==> src/rtl/core/nec_ir_frame_transmitter_core_defines.svh <==
// Assertion macros shared by the NEC infrared transmitter RTL.
`ifndef NEC_IR_FRAME_TRANSMITTER_CORE_DEFINES_SVH
`define NEC_IR_FRAME_TRANSMITTER_CORE_DEFINES_SVH
`ifndef SYNTHESIS
// Same-cycle implication check.
`define NECIRTX_ASSERT_IMPL(name, clk, rst, ante, cons) \
  name: assert property (@(posedge clk) disable iff (rst) (ante) |-> (cons)) \
    else $error("necirtx: same-cycle check failed");
// Next-cycle implication check.
`define NECIRTX_ASSERT_NEXT(name, clk, rst, ante, cons) \
  name: assert property (@(posedge clk) disable iff (rst) (ante) |=> (cons)) \
    else $error("necirtx: next-cycle check failed");
`else
`define NECIRTX_ASSERT_IMPL(name, clk, rst, ante, cons)
`define NECIRTX_ASSERT_NEXT(name, clk, rst, ante, cons)
`endif
`endif

==> src/rtl/core/necirtx_pkg.sv <==
// Types, constants and helpers shared by the NEC infrared transmitter.
package necirtx_pkg;

  // Width of every length register, in carrier half-period ticks.
  localparam int TICK_W = 12;
  localparam int CFG_INDEX_W = 3;

  typedef logic [TICK_W-1:0] tick_t;
  typedef logic [7:0] byte_t;

  // Configuration register indexes.
  typedef enum logic [CFG_INDEX_W-1:0] {
    REG_LEADER_MARK  = 3'd0,
    REG_LEADER_SPACE = 3'd1,
    REG_BIT_MARK     = 3'd2,
    REG_ONE_SPACE    = 3'd3,
    REG_ZERO_SPACE   = 3'd4,
    REG_STOP_SPACE   = 3'd5
  } cfg_reg_e;

  // Register values after reset.
  localparam tick_t LEADER_MARK_RESET  = 12'd692;
  localparam tick_t LEADER_SPACE_RESET = 12'd346;
  localparam tick_t BIT_MARK_RESET     = 12'd43;
  localparam tick_t ONE_SPACE_RESET    = 12'd130;
  localparam tick_t ZERO_SPACE_RESET   = 12'd43;
  localparam tick_t STOP_SPACE_RESET   = 12'd43;

  // Input function codes.
  localparam logic FUNC_TICK  = 1'b0;
  localparam logic FUNC_START = 1'b1;

  // One result item.
  typedef struct packed {
    logic emitter_level;
    logic busy_res;
    logic frame_done;
  } result_t;

  // The 32-bit NEC word: address, inverted address, command, inverted command.
  function automatic logic [31:0] nec_word(input byte_t address, input byte_t command);
    nec_word = {~command, command, ~address, address};
  endfunction

endpackage

==> src/rtl/core/necirtx_in_if.sv <==
// Input channel: tick or start items with address and command.
interface necirtx_in_if;
  import necirtx_pkg::*;

  logic  valid;
  logic  ready;
  logic  func;
  byte_t address;
  byte_t command;

  modport source (output valid, output func, output address, output command, input ready);
  modport sink (input valid, input func, input address, input command, output ready);
endinterface

==> src/rtl/core/necirtx_out_if.sv <==
// Output channel: one result item per accepted input item.
interface necirtx_out_if;
  logic valid;
  logic ready;
  logic emitter_level;
  logic busy_res;
  logic frame_done;

  modport source (output valid, output emitter_level, output busy_res, output frame_done,
                  input ready);
  modport sink (input valid, input emitter_level, input busy_res, input frame_done,
                output ready);
endinterface

==> src/rtl/core/necirtx_cfg_if.sv <==
// Configuration write channel: register index and write data.
interface necirtx_cfg_if;
  import necirtx_pkg::*;

  logic                   valid;
  logic                   ready;
  logic [CFG_INDEX_W-1:0] index;
  tick_t                  data;

  modport source (output valid, output index, output data, input ready);
  modport sink (input valid, input index, input data, output ready);
endinterface

==> src/rtl/core/nec_ir_frame_transmitter_core.sv <==
// NEC infrared frame transmitter: phase sequencer, tick counter and result buffer.
// Results leave in order; a result is offered on the cycle after its item if none waits.
// Throughput: one item per cycle while the buffer is not full; the update is one pass of logic.
// A two-entry result buffer lets items keep flowing while a result waits to be taken.
// Reset (synchronous, active high) idles the sequencer, turns the emitter off,
// empties the result buffer and loads the default phase lengths.
`include "nec_ir_frame_transmitter_core_defines.svh"

module nec_ir_frame_transmitter_core #(
  parameter int FRAME_BITS = 32
) (
  input  logic        clk,
  input  logic        rst,
  necirtx_in_if.sink  in_ch,
  necirtx_out_if.source out_ch,
  necirtx_cfg_if.sink cfg_ch
);
  import necirtx_pkg::*;

  // Phase numbering: 0 idle, 1 leader mark, 2 leader space, odd data marks,
  // even data spaces, then the final mark and the stop space.
  localparam int PHASE_W = $clog2(2 * FRAME_BITS + 5);
  localparam logic [PHASE_W-1:0] PH_IDLE         = PHASE_W'(0);
  localparam logic [PHASE_W-1:0] PH_LEADER_MARK  = PHASE_W'(1);
  localparam logic [PHASE_W-1:0] PH_LEADER_SPACE = PHASE_W'(2);
  localparam logic [PHASE_W-1:0] PH_FIRST_SPACE  = PHASE_W'(4);
  localparam logic [PHASE_W-1:0] PH_FINAL_MARK   = PHASE_W'(2 * FRAME_BITS + 3);
  localparam logic [PHASE_W-1:0] PH_STOP_SPACE   = PHASE_W'(2 * FRAME_BITS + 4);

  // Length registers.
  tick_t leader_mark_ticks;
  tick_t leader_space_ticks;
  tick_t bit_mark_ticks;
  tick_t one_space_ticks;
  tick_t zero_space_ticks;
  tick_t stop_space_ticks;

  // Sequencer state.
  logic [PHASE_W-1:0]    phase_index, phase_index_next;
  tick_t                 tick_count, tick_count_next;
  logic [FRAME_BITS-1:0] frame_bits, frame_bits_next;
  logic                  out_level, out_level_next;
  logic                  sending, sending_next;
  logic                  done;

  // Per-phase decode.
  tick_t                 tick_inc;
  tick_t                 phase_len;
  logic                  phase_mark;
  logic                  data_space;
  logic                  phase_end;
  logic [63:0]           word_ext;

  // Result buffer.
  result_t               res;
  result_t               res_buf [2];
  logic                  wr_ptr;
  logic                  rd_ptr;
  logic [1:0]            count, count_next;
  logic                  push;
  logic                  pop;

  // Terms used by the checks at the end.
  logic                  start_idle;
  logic                  leader_fresh;

  // Configuration writes are always taken; unknown indexes are dropped.
  assign cfg_ch.ready = 1'b1;

  always_ff @(posedge clk) begin
    if (rst) begin
      leader_mark_ticks  <= LEADER_MARK_RESET;
      leader_space_ticks <= LEADER_SPACE_RESET;
      bit_mark_ticks     <= BIT_MARK_RESET;
      one_space_ticks    <= ONE_SPACE_RESET;
      zero_space_ticks   <= ZERO_SPACE_RESET;
      stop_space_ticks   <= STOP_SPACE_RESET;
    end else if (cfg_ch.valid) begin
      case (cfg_reg_e'(cfg_ch.index))
        REG_LEADER_MARK:  leader_mark_ticks  <= cfg_ch.data;
        REG_LEADER_SPACE: leader_space_ticks <= cfg_ch.data;
        REG_BIT_MARK:     bit_mark_ticks     <= cfg_ch.data;
        REG_ONE_SPACE:    one_space_ticks    <= cfg_ch.data;
        REG_ZERO_SPACE:   zero_space_ticks   <= cfg_ch.data;
        REG_STOP_SPACE:   stop_space_ticks   <= cfg_ch.data;
        default: begin
        end
      endcase
    end
  end

  // Decode the current phase: marks are the odd phases up to the final mark.
  assign phase_mark = phase_index[0] && (phase_index <= PH_FINAL_MARK);
  assign data_space = !phase_index[0] && (phase_index >= PH_FIRST_SPACE) &&
                      (phase_index < PH_STOP_SPACE);
  assign tick_inc   = tick_count + tick_t'(1);

  // Length of the phase in progress. A zero length ends after one tick
  // because the incremented count is never below one.
  always_comb begin
    if (phase_index == PH_LEADER_MARK) begin
      phase_len = leader_mark_ticks;
    end else if (phase_index == PH_LEADER_SPACE) begin
      phase_len = leader_space_ticks;
    end else if (phase_index == PH_STOP_SPACE) begin
      phase_len = stop_space_ticks;
    end else if (phase_mark) begin
      phase_len = bit_mark_ticks;
    end else if (frame_bits[0]) begin
      phase_len = one_space_ticks;
    end else begin
      phase_len = zero_space_ticks;
    end
  end

  assign phase_end = (tick_inc >= phase_len);
  assign word_ext  = {32'd0, nec_word(in_ch.address, in_ch.command)};

  // Next state for one item.
  always_comb begin
    phase_index_next = phase_index;
    tick_count_next  = tick_count;
    frame_bits_next  = frame_bits;
    out_level_next   = out_level;
    sending_next     = sending;
    done             = 1'b0;
    if (in_ch.func == FUNC_START) begin
      if (!sending) begin
        frame_bits_next  = word_ext[FRAME_BITS-1:0];
        phase_index_next = PH_LEADER_MARK;
        tick_count_next  = '0;
        out_level_next   = 1'b0;
        sending_next     = 1'b1;
      end
    end else if (sending) begin
      tick_count_next = tick_inc;
      out_level_next  = phase_mark ? !out_level : 1'b0;
      if (phase_end) begin
        tick_count_next = '0;
        if (data_space) begin
          frame_bits_next = frame_bits >> 1;
        end
        if (phase_index >= PH_STOP_SPACE) begin
          phase_index_next = PH_IDLE;
          sending_next     = 1'b0;
          out_level_next   = 1'b0;
          done             = 1'b1;
        end else begin
          phase_index_next = phase_index + PHASE_W'(1);
        end
      end
    end
  end

  assign res = '{emitter_level: out_level_next, busy_res: sending_next, frame_done: done};

  // Handshakes on both sides of the result buffer.
  assign in_ch.ready = (count != 2'd2);
  assign push        = in_ch.valid && in_ch.ready;
  assign pop         = out_ch.valid && out_ch.ready;
  assign count_next  = count + {1'b0, push} - {1'b0, pop};

  // Sequencer registers advance only on accepted items.
  always_ff @(posedge clk) begin
    if (rst) begin
      phase_index <= PH_IDLE;
      tick_count  <= '0;
      frame_bits  <= '0;
      out_level   <= 1'b0;
      sending     <= 1'b0;
    end else if (push) begin
      phase_index <= phase_index_next;
      tick_count  <= tick_count_next;
      frame_bits  <= frame_bits_next;
      out_level   <= out_level_next;
      sending     <= sending_next;
    end
  end

  // Buffer pointers and fill count.
  always_ff @(posedge clk) begin
    if (rst) begin
      wr_ptr <= 1'b0;
      rd_ptr <= 1'b0;
      count  <= 2'd0;
    end else begin
      if (push) begin
        wr_ptr <= !wr_ptr;
      end
      if (pop) begin
        rd_ptr <= !rd_ptr;
      end
      count <= count_next;
    end
  end

  // Buffer entries hold payload only.
  always_ff @(posedge clk) begin
    if (push) begin
      res_buf[wr_ptr] <= res;
    end
  end

  assign out_ch.valid         = (count != 2'd0);
  assign out_ch.emitter_level = res_buf[rd_ptr].emitter_level;
  assign out_ch.busy_res      = res_buf[rd_ptr].busy_res;
  assign out_ch.frame_done    = res_buf[rd_ptr].frame_done;

  // A start taken while idle, and the state it must leave behind.
  assign start_idle   = push && !sending && (in_ch.func == FUNC_START);
  assign leader_fresh = sending && (phase_index == PH_LEADER_MARK) && (tick_count == '0);

  // The sequencer rests in the idle phase with the emitter off whenever no frame runs.
  `NECIRTX_ASSERT_IMPL(a_idle_quiet, clk, rst, !sending, (phase_index == PH_IDLE) && !out_level)
  // A start taken while idle opens the leader mark with a fresh count.
  `NECIRTX_ASSERT_NEXT(a_start_leader, clk, rst, start_idle, leader_fresh)
  // The item that ends a frame leaves the sequencer idle.
  `NECIRTX_ASSERT_NEXT(a_done_idle, clk, rst, push && done, !sending && (phase_index == PH_IDLE))

endmodule
==> src/flat_wrapper.sv <==
// flat-port wrapper written by rule: the top's interface ports become plain ports
module nec_ir_frame_transmitter_core_flat import necirtx_pkg::*;
#(
  parameter int FRAME_BITS = 32
)
  (clk, rst, in_ch_valid, in_ch_func, in_ch_address, in_ch_command, in_ch_ready, out_ch_valid, out_ch_emitter_level, out_ch_busy_res, out_ch_frame_done, out_ch_ready, cfg_ch_valid, cfg_ch_index, cfg_ch_data, cfg_ch_ready);
  necirtx_in_if in_ch_i ();
  necirtx_out_if out_ch_i ();
  necirtx_cfg_if cfg_ch_i ();
  input  logic clk;
  input  logic rst;
  input wire logic [$bits(in_ch_i.valid)-1:0] in_ch_valid;
  input wire logic [$bits(in_ch_i.func)-1:0] in_ch_func;
  input wire logic [$bits(in_ch_i.address)-1:0] in_ch_address;
  input wire logic [$bits(in_ch_i.command)-1:0] in_ch_command;
  output wire logic [$bits(in_ch_i.ready)-1:0] in_ch_ready;
  output wire logic [$bits(out_ch_i.valid)-1:0] out_ch_valid;
  output wire logic [$bits(out_ch_i.emitter_level)-1:0] out_ch_emitter_level;
  output wire logic [$bits(out_ch_i.busy_res)-1:0] out_ch_busy_res;
  output wire logic [$bits(out_ch_i.frame_done)-1:0] out_ch_frame_done;
  input wire logic [$bits(out_ch_i.ready)-1:0] out_ch_ready;
  input wire logic [$bits(cfg_ch_i.valid)-1:0] cfg_ch_valid;
  input wire logic [$bits(cfg_ch_i.index)-1:0] cfg_ch_index;
  input wire logic [$bits(cfg_ch_i.data)-1:0] cfg_ch_data;
  output wire logic [$bits(cfg_ch_i.ready)-1:0] cfg_ch_ready;
  assign in_ch_i.valid = in_ch_valid;
  assign in_ch_i.func = in_ch_func;
  assign in_ch_i.address = in_ch_address;
  assign in_ch_i.command = in_ch_command;
  assign in_ch_ready = in_ch_i.ready;
  assign out_ch_valid = out_ch_i.valid;
  assign out_ch_emitter_level = out_ch_i.emitter_level;
  assign out_ch_busy_res = out_ch_i.busy_res;
  assign out_ch_frame_done = out_ch_i.frame_done;
  assign out_ch_i.ready = out_ch_ready;
  assign cfg_ch_i.valid = cfg_ch_valid;
  assign cfg_ch_i.index = cfg_ch_index;
  assign cfg_ch_i.data = cfg_ch_data;
  assign cfg_ch_ready = cfg_ch_i.ready;
  nec_ir_frame_transmitter_core #(.FRAME_BITS(FRAME_BITS)) u_core (.clk(clk), .rst(rst), .in_ch(in_ch_i), .out_ch(out_ch_i), .cfg_ch(cfg_ch_i));
endmodule
==> config.mk <==
export PLATFORM = sky130hd
export DESIGN_NAME = nec_ir_frame_transmitter_core_flat
export DESIGN_NICKNAME = d
export VERILOG_FILES = /design/src/rtl/core/necirtx_pkg.sv /design/src/rtl/core/necirtx_in_if.sv /design/src/rtl/core/necirtx_out_if.sv /design/src/rtl/core/necirtx_cfg_if.sv /design/src/rtl/core/nec_ir_frame_transmitter_core.sv /design/src/flat_wrapper.sv
export VERILOG_INCLUDE_DIRS = /design/src /design/src/rtl/core
export SDC_FILE = /design/constraint.sdc
export NUM_CORES = 1
export LEC_CHECK = 0
export BUFFER_PORTS_ARGS = -buffer_cell sky130_fd_sc_hd__buf_4
export CORE_ASPECT_RATIO = 1.75
export CORE_MARGIN = 2
export CORE_UTILIZATION = 55
export DETAILED_ROUTE_END_ITERATION = 6
export HOLD_SLACK_MARGIN = 0.08
export PLACE_DENSITY = 0.79
export REMOVE_ABC_BUFFERS = 1
export SLEW_MARGIN = 20
export SYNTH_ARGS = -nofsm -noshare
export SYNTH_HDL_FRONTEND = slang
export SYNTH_SLANG_ARGS = --single-unit
==> constraint.sdc <==
create_clock -name clk -period 4.5 [get_ports clk]
set_input_delay 0.9 -clock clk [delete_from_list [all_inputs] [get_ports clk]]
set_output_delay 0.9 -clock clk [all_outputs]
set_load 0.02 [all_outputs]
### Yosys cells after proc, flatten, opt, wreduce, memory -nomap -nowiden

Memories as Yosys holds them, arrays and structs flattened. A register that Yosys moved wholly into a read port is not among the register bits.
Cells that the tools add are included.

* magnitude comparators: 5
* bitwise operators: 2
* mux-type cells: 37
* eq/ne operators: 10
* add/subtract/negate cells: 4
* reduce and logical (&&, ||, !) cells: 23

Operators with widths (number)
* two-way mux 32 bit: 5
* two-way mux 12 bit: 9
* two-way mux 7 bit: 5
* two-way mux 1 bit: 18
* NOT 8 bit: 2
* adder 12 x 1 -> 12 bit, second input constant: 1
* greater-or-equal comparator 12 bit: 1
* AND reduction 2 bit: 6
* nonzero test 2 bit: 4
* adder 7 x 1 -> 7 bit, second input constant: 1
* == test 7 x 1 -> 1 bit, second input constant: 1
* == test 7 x 2 -> 1 bit, second input constant: 1
* == test 7 bit, second input constant: 1
* greater-or-equal comparator 7 x 3 -> 1 bit, second input constant: 1
* greater-or-equal comparator 7 bit, second input constant: 1
* less-or-equal comparator 7 bit, second input constant: 1
* less-than comparator 7 bit, second input constant: 1
* == test 3 x 2 -> 1 bit, second input constant: 2
* == test 3 bit, second input constant: 2
* logical AND 1 bit: 5
* AND reduction 5 bit: 1
* zero test 1 bit: 4
* != test 2 bit, second input constant: 2
* AND reduction 4 bit: 1
* 5 further kinds: 5

* bits in registers: 129
* bits in writable memories: 6
* memories: 1
* logic and storage cells: 96

Memories
* u_core.res_buf: words 2, width 3, read ports 1, clocked after Yosys merged registers in 1, wr ports 1, line nec_ir_frame_transmitter_core.sv:56 `result_t res_buf [2];`

### Logic depth before layout (Yosys ltp)

Gate-level depths: netlist (run 1).

* depth after elaboration: 10
* depth in mapped cells: 17
* depth with buffers taken out: 14

### Worst setup path before layout (run 1)

OpenSTA, ideal clock, no wires.

* kind: register to register
* start: register u_core.phase_index[2]
* end: register u_core.tick_count[4]
* arrival time: 3.463 ns
* period minus slack after synthesis: 3.537 ns
* cell stages (with the launch flop): 16
* data required time: 4.426 ns
* library setup time: 0.074 ns
* slack: 0.963 ns
* cells stage by stage: dfxtp_1 > or4_4 > o21ai_0 > nand2_2 > buf_6 > mux2i_1 > a31oi_1 > a21oi_1 > ha_1 > a21oi_1 > nand2_1 > a221oi_2 > buf_2 > nand2_1 > or4_1 > a31oi_1

* cells in the longest elaborated chain, start to end: 10
* elaborated cells on any way between the ends: 13
* those cells by class: order compare (2); eq/ne (3); mux (7); reduce/logical (1)

Ends and longest elaborated chain
* from (decl): line nec_ir_frame_transmitter_core.sv:39 `logic [PHASE_W-1:0] phase_index, phase_index_next;`
* from (signal assigned): line nec_ir_frame_transmitter_core.sv:172 `phase_index <= phase_index_next;`
* less-or-equal comparator 7 bit: line nec_ir_frame_transmitter_core.sv:93 `assign phase_mark = phase_index[0] && (phase_index <= PH_FINAL_MARK);`
* logical AND 1 bit: line nec_ir_frame_transmitter_core.sv:93
* two-way mux 12 bit: line nec_ir_frame_transmitter_core.sv:107 `end else if (phase_mark) begin`
* two-way mux 12 bit: line nec_ir_frame_transmitter_core.sv:105 `end else if (phase_index == PH_STOP_SPACE) begin`
* two-way mux 12 bit: line nec_ir_frame_transmitter_core.sv:103 `end else if (phase_index == PH_LEADER_SPACE) begin`
* two-way mux 12 bit *: line nec_ir_frame_transmitter_core.sv:101 `if (phase_index == PH_LEADER_MARK) begin`
* greater-or-equal comparator 12 bit *: line nec_ir_frame_transmitter_core.sv:116 `assign phase_end = (tick_inc >= phase_len);`
* two-way mux 12 bit *: line nec_ir_frame_transmitter_core.sv:138 `if (phase_end) begin`
* two-way mux 12 bit *: line nec_ir_frame_transmitter_core.sv:135 `end else if (sending) begin`
* two-way mux 12 bit *: line nec_ir_frame_transmitter_core.sv:127 `if (in_ch.func == FUNC_START) begin`
* to (signal assigned): line nec_ir_frame_transmitter_core.sv:173 `tick_count <= tick_count_next;`
* to (decl): line nec_ir_frame_transmitter_core.sv:40 `tick_t tick_count, tick_count_next;`

Mark *: on every way between the ends. The rest lies on a longest branch, timed or not. The select of a mux whose other input is x is not followed.
A chain may end at the register's enable or synchronous reset.

### Final worst setup path (run 1)

* start: register u_core.phase_index[2]
* end: register u_core.tick_count[8]

Same word-level chain as after synthesis.

==> impl_metrics.env, run 1 <==
export IMPL_outcome="finished, final reports clean"
export IMPL_min_period_ns=4.22
export IMPL_route_detailed_drc=0
export IMPL_numCtsBuffers=17
export IMPL_finalInstanceArea_um2=7890
export IMPL_drive_gt1_frac=0.119
export IMPL_switching_power_uw=835
export IMPL_layout_common_cells="nand2_1, dfxtp_1, a21oi_1, nor2_1, buf_4"
export IMPL_path_buf_inv=1
export IMPL_vias_per_cell=5.76
export IMPL_hold_path_startpoint="u_core.leader_mark_ticks[0]$_SDFFE_PP0P_"
export IMPL_diodes=0
export IMPL_hold_path_depth=2
export IMPL_yosysWarnings=0
export IMPL_ctsResizeCount=0
export IMPL_wl_um=16500
export IMPL_fp_dieW_um=88.8
export IMPL_pwr_density_cell_nw_per_um2=415
export IMPL_cts_tree="built"
export IMPL_synth_cell_types=49
export IMPL_synth_yosys_seq_area_share=0.402
export IMPL_worstSkewPairLatency_ns=0.42
export IMPL_crit_path_max_incr_delay_ns=0.59
export IMPL_worstMarginPinSlew_ns=1.03
export IMPL_skew_ns=0.00902
export IMPL_syn_to_final_growth_pct=14.1
export IMPL_critPathTopFamily="simple AND/OR/NAND/NOR gates"
export IMPL_seqPwrFrac=0.404
export IMPL_grt_pass1_vias=5902
export IMPL_clock_path_buffers=2
export IMPL_crit_chain="or4_4, nor2_1, and2_1, buf_4, mux2_2, ha_1, nor3b_1, o21ai_0, a21oi_2, nand2_1, or4_1, a31oi_1"
export IMPL_synth_async_reset_ratio=0
export IMPL_fp_coreArea_um2=12400
export IMPL_ctsHoldBuffers=0
export IMPL_antenna_left=0
export IMPL_cp_startpoint="u_core.phase_index[2]$_SDFFE_PP0P_"
export IMPL_critPathLaunchType="register"
export IMPL_postCtsSetupRepairBufs=0
export IMPL_dr_pass1_iters=5
export IMPL_critical_path_class="register to register"
export IMPL_final_hold_viol_count=0
export IMPL_ys_ff_latch=136
export IMPL_grt_pass1_wl_um=27600
export IMPL_swShare=0.255
export IMPL_power_leakage_nw=3.07
export IMPL_io_buffers=41
export IMPL_min_path_type="register to register"
export IMPL_finalSetupTns_ns=0
export IMPL_required_ns=4.85
export IMPL_vias=6109
export IMPL_min_to="u_core.leader_mark_ticks[0]$_SDFFE_PP0P_"
export IMPL_rr_startpoint="u_core.phase_index[2]$_SDFFE_PP0P_"
export IMPL_cp_arrival_ns=4.57
export IMPL_cp_slowest_cell="or4_4"
export IMPL_syn_area_um2=6920
export IMPL_grt_start_max_net_pins=85
export IMPL_avgSynthCellArea_um2=7.95
export IMPL_antenna_found_initial=0
export IMPL_fmax_mhz=237
export IMPL_finish_net_count=936
export IMPL_final_util=0.638
export IMPL_finalMaxSlewViolations=0
export IMPL_internal_power_mw=2.44
export IMPL_final_common_cell="nand2_1"
export IMPL_clkTransAtPathRegs_ns=0.06
export IMPL_setup_violations=0
export IMPL_maxSlewHeadroom=0.312
export IMPL_placed_area_um2=7260
export IMPL_track_usage=0.253
export IMPL_dp_hpwl_um=11000
export IMPL_ir_worst_vdd_mv=0.273
export IMPL_detail_route_iter0_violations=429
export IMPL_initial_core_util=0.560
export IMPL_synth_main_ff_cell="dfxtp_1"
export IMPL_grt_overflow=0
export IMPL_cp_max_fo=17
export IMPL_combPwrFrac=0.143
export IMPL_gp_congestion=0.808
export IMPL_whs_ns=0.453
export IMPL_worstSetupEndpointType="register"
export IMPL_io_pins=43
export IMPL_regToRegSetupSlack_ns=0.28
export IMPL_wl_per_cell_um=15.5
export IMPL_die_area_um2=13500
export IMPL_cts_root_buf="clkbuf_16"
export IMPL_netlist_instances=870
export IMPL_cts_sinks=136
export IMPL_synth_edf_count=6
export IMPL_maxCapViolations=0
export IMPL_row_count=54
export IMPL_min_period_over_period=0.938
export IMPL_clkPwrFrac=0.453
export IMPL_die_h_um=152
export IMPL_worst_r2r_path_depth=12
export IMPL_r2r_end="u_core.tick_count[8]$_SDFFE_PP0P_"
export IMPL_htree_levels=4
export IMPL_rsz0062_at_grt="false"
worst max path at each step:
| stage | end | depth (start not counted) | slack, ns |
|---|---|---|---|
| after global routing | u_core.tick_count[5]$_SDFFE_PP0P_ | 12 | 0.03 |
| after detailed placement | u_core.tick_count[8]$_SDFFE_PP0P_ | 12 | 0.37 |
| after global placement | u_core.tick_count[5]$_SDFFE_PP0P_ | 12 | 0.39 |
| after CTS | u_core.tick_count[8]$_SDFFE_PP0P_ | 12 | 0.33 |
| after floorplan | u_core.frame_bits[17]$_SDFFE_PP0P_ | 13 | 0.35 |
| final | u_core.tick_count[8]$_SDFFE_PP0P_ | 12 | 0.28 |
worst reg2reg max path, cell delays in order, from the launching register on:
cell,delay [ns]
dfxtp_1,0.37
or4_4,0.59
nor2_1,0.13
and2_1,0.50
buf_4,0.26
mux2_2,0.35
ha_1,0.27
nor3b_1,0.22
o21ai_0,0.26
a21oi_2,0.34
nand2_1,0.19
or4_1,0.50
a31oi_1,0.17
registers in the layout, summed over array words and instances, names as in the netlist, named ones only:
| name | flops |
|---|---|
| u_core.one_space_ticks | 12 |
| u_core.bit_mark_ticks | 12 |
| u_core.wr_ptr | 1 |
| u_core.frame_bits | 32 |
| u_core.tick_count | 12 |
| u_core.leader_mark_ticks | 12 |
| u_core.count | 2 |
| u_core.phase_index | 7 |
| u_core.zero_space_ticks | 12 |
| u_core.stop_space_ticks | 12 |
| u_core.out_level | 1 |
| u_core.res_buf | 6 |
| u_core.leader_space_ticks | 12 |
| u_core.rd_ptr | 1 |
| u_core.sending | 1 |
cells by family after synthesis:
group,after synthesis,share of synthesized area
buf+inv,73,0.0454
xor+xnor,19,0.0241
fa+ha+maj,19,0.0344
compound gates,190,0.166
other cells,1,0.000542
simple gates,389,0.264
flops,136,0.402
mux,43,0.0638
power by group through the flow:
| stage | sequential (mW) | combinational (mW) | clock (mW) |
|---|---|---|---|
| floorplan | 1.34 | 0.301 | 0 |
| global placement | 1.35 | 0.457 | 0 |
| detailed placement | 1.35 | 0.465 | 0 |
| CTS | 1.32 | 0.469 | 1.49 |
| global route | 1.33 | 0.521 | 1.55 |
| finish | 1.32 | 0.467 | 1.48 |
routing by layer:
| layer | GRT usage | wire length (um) | vias up |
|---|---|---|---|
| met4 | 0.102 | 441 | 0 |
| met2 | 0.449 | 8910 | 183 |
| met5 | 0 | 0 | - |
| li1 | - | - | 3008 |
| met3 | 0.0558 | 694 | 39 |
| met1 | 0.283 | 6440 | 2879 |
metrics by stage:
stage	setup slack, ns	total power, mW	cells
floorplan	0.353	1.64	806
global placement	0.387	1.80	1029
detailed placement	0.373	1.81	1029
CTS	0.326	3.28	1061
global route	0.0257	3.40	1061
finish	0.280	3.27	1061
final cells by class:
class | instances | area, um^2
Fill cell | 1061 | 4470
Multi-Input combinational cell | 661 | 3820
Sequential cell | 136 | 2780
Clock buffer | 21 | 460
Timing Repair Buffer | 55 | 413
Tap cell | 168 | 210
Clock inverter | 11 | 171
Inverter | 9 | 33.8
cell usage after synthesis, types with 10 or more instances:
library cell,instances,share of area
nand3b_1,25,0.027
a22oi_1,14,0.015
o21ai_0,10,0.0072
a31oi_1,32,0.029
nor2_1,60,0.033
mux2i_1,37,0.054
xnor2_1,16,0.020
nand3_1,26,0.019
dfxtp_1,130,0.38
nand2_1,201,0.11
nand4_1,13,0.012
clkbuf_1,47,0.026
o21bai_1,11,0.012
a21oi_1,94,0.068
ha_1,19,0.034
nor2b_1,16,0.014
a21o_1,16,0.017
Note: power is estimated with default switching activity, not from simulation.
==> run 2: changes to the inputs <==
--- a/config.mk
+++ b/config.mk
@@ -13,6 +13,7 @@
 export DETAILED_ROUTE_END_ITERATION = 6
 export HOLD_SLACK_MARGIN = 0.08
 export PLACE_DENSITY = 0.79
+export RECOVER_POWER = 50
 export REMOVE_ABC_BUFFERS = 1
 export SLEW_MARGIN = 20
 export SYNTH_ARGS = -nofsm -noshare
==> run 2 against run 1 <==
  * Sequential cell count stayed put
  * Clock skew is 0.0015 ns higher
  * Core utilization is 0.12 points lower
  * Clock-buffer cell count stayed put
  * Hold slack hardly changed
  * Non-clock buffer count stayed put
  * Register-to-register slack hardly changed
  * Sequential share of layout area is 0.067 points higher
  * First-iteration DRC count is 0.23% lower
  * Largest power group unchanged
==> impl_metrics.env, run 2 (synthesis results as in run 1) <==
export IMPL_switching_power_uw=831
export IMPL_clock_path_buffers=2
export IMPL_setup_violations=0
export IMPL_vias=6130
export IMPL_final_hold_viol_count=0
export IMPL_clkTransAtPathRegs_ns=0.06
export IMPL_wl_per_cell_um=15.5
export IMPL_io_buffers=41
export IMPL_maxCapViolations=0
export IMPL_cts_root_buf="clkbuf_16"
export IMPL_outcome="finished, final reports clean"
export IMPL_cp_max_fo=17
export IMPL_antenna_left=0
export IMPL_power_leakage_nw=3.05
export IMPL_required_ns=4.84
export IMPL_rsz0062_at_grt="false"
export IMPL_combPwrFrac=0.141
export IMPL_skew_ns=0.0105
export IMPL_worstSkewPairLatency_ns=0.42
export IMPL_finalSetupTns_ns=0
export IMPL_track_usage=0.253
export IMPL_detail_route_iter0_violations=428
export IMPL_route_detailed_drc=0
export IMPL_cts_sinks=136
export IMPL_seqPwrFrac=0.406
export IMPL_drive_gt1_frac=0.114
export IMPL_worstMarginPinSlew_ns=1.04
export IMPL_pwr_density_cell_nw_per_um2=414
export IMPL_largest_register_ffs=32
export IMPL_finish_net_count=936
export IMPL_ctsResizeCount=0
export IMPL_wl_um=16500
export IMPL_cp_arrival_ns=4.56
export IMPL_critical_path_class="register to register"
export IMPL_ctsHoldBuffers=0
export IMPL_grt_overflow=0
export IMPL_row_count=54
export IMPL_layout_common_cells="nand2_1, dfxtp_1, a21oi_1, nor2_1, buf_4"
export IMPL_cp_slowest_cell="or4_4"
export IMPL_crit_path_max_incr_delay_ns=0.59
export IMPL_numCtsBuffers=17
export IMPL_htree_levels=4
export IMPL_pre_cts_ws_ns=0.373
export IMPL_finalMaxSlewViolations=0
export IMPL_cts_tree="built"
export IMPL_min_path_type="register to register"
export IMPL_ir_worst_vdd_mv=0.271
export IMPL_critPathLaunchType="register"
export IMPL_layout_setup_ws_ns=0.280
export IMPL_worstSetupEndpointType="register"
export IMPL_min_period_over_period=0.938
export IMPL_final_util=0.637
export IMPL_syn_to_final_growth_pct=13.9
export IMPL_grt_pass1_vias=5902
export IMPL_io_pins=43
export IMPL_antenna_found_initial=0
export IMPL_dr_pass1_iters=5
export IMPL_path_buf_inv=1
export IMPL_final_common_cell="nand2_1"
export IMPL_fp_coreArea_um2=12400
export IMPL_internal_power_mw=2.43
export IMPL_critPathTopFamily="simple AND/OR/NAND/NOR gates"
export IMPL_min_period_ns=4.22
export IMPL_regMostFlops="u_core.frame_bits"
export IMPL_diodes=0
export IMPL_die_area_um2=13500
export IMPL_clkPwrFrac=0.454
export IMPL_initial_core_util=0.560
export IMPL_postCtsSetupRepairBufs=0
export IMPL_die_h_um=152
export IMPL_fp_dieW_um=88.8
export IMPL_vias_per_cell=5.78
export IMPL_maxSlewHeadroom=0.306
export IMPL_fmax_mhz=237
export IMPL_dp_hpwl_um=11000
export IMPL_grt_pass1_wl_um=27600
export IMPL_gp_congestion=0.808
export IMPL_grt_start_max_net_pins=85
export IMPL_swShare=0.255
export IMPL_crit_chain="or4_4, nor2_1, and2_1, buf_4, mux2_2, ha_1, nor3b_1, o21ai_0, a21oi_2, nand2_1, or4_1, a31oi_1"
## run 2: cell count changes in the layout (fill, tap and decap cells not counted), sizes merged
| cell | change |
|---|---|
| buf | -4 |
| clkbuf | +4 |
## run 2: final timing paths
kind	end	startpoint	slack [ns]	cells after the start
worst min register to register	u_core.leader_mark_ticks[0]$_SDFFE_PP0P_	u_core.leader_mark_ticks[0]$_SDFFE_PP0P_	0.45	2
worst max-delay path	u_core.tick_count[8]$_SDFFE_PP0P_	u_core.phase_index[2]$_SDFFE_PP0P_	0.28	12
worst max register to register	u_core.tick_count[8]$_SDFFE_PP0P_	u_core.phase_index[2]$_SDFFE_PP0P_	0.28	12
worst min-delay path	u_core.leader_mark_ticks[0]$_SDFFE_PP0P_	u_core.leader_mark_ticks[0]$_SDFFE_PP0P_	0.45	2
## run 2: metal layers
layer,part of all wire,wire length [um],track usage,vias to the layer above
li1,-,-,-,3014
met1,0.39,6360,0.283,2888
met2,0.54,8950,0.449,190
met3,0.043,703,0.0558,38
met4,0.027,448,0.102,0
met5,0,0,0,-
## run 2: tightest hold or removal path, cell delays in order (launching register included)
cell     delay, ns
dfxtp_1       0.30
nand2_1       0.05
a21oi_1       0.05
## run 2: cell type report
type / count / area [um^2]
tap: 168 / 210
sequential: 136 / 2780
inverter: 9 / 33.8
clock buffer: 21 / 460
timing repair buffer: 55 / 398
fill: 1064 / 4490
clock inverter: 11 / 171
multi-input combinational: 661 / 3820
## run 2: through the flow
stage	hold slack [ns]	power (mW)	instances	cell area [um^2]
6_report	0.453	3.26	1061	7880
5_1_grt	0.470	3.39	1061	7880
4_1_cts	0.454	3.28	1061	7890
3_5_place_dp	0.448	1.81	1029	7260
3_3_place_gp	0.441	1.80	1029	7260
2_1_floorplan	0.427	1.64	806	6640
## run 2: power by group through the flow
stage                     clock, mW  sequential, mW  combinational (mW)
after global placement            0            1.35               0.457
final                          1.48            1.32               0.459
after floorplan                   0            1.34               0.301
after CTS                      1.49            1.32               0.469
after global routing           1.55            1.33               0.514
after detailed placement          0            1.35               0.465
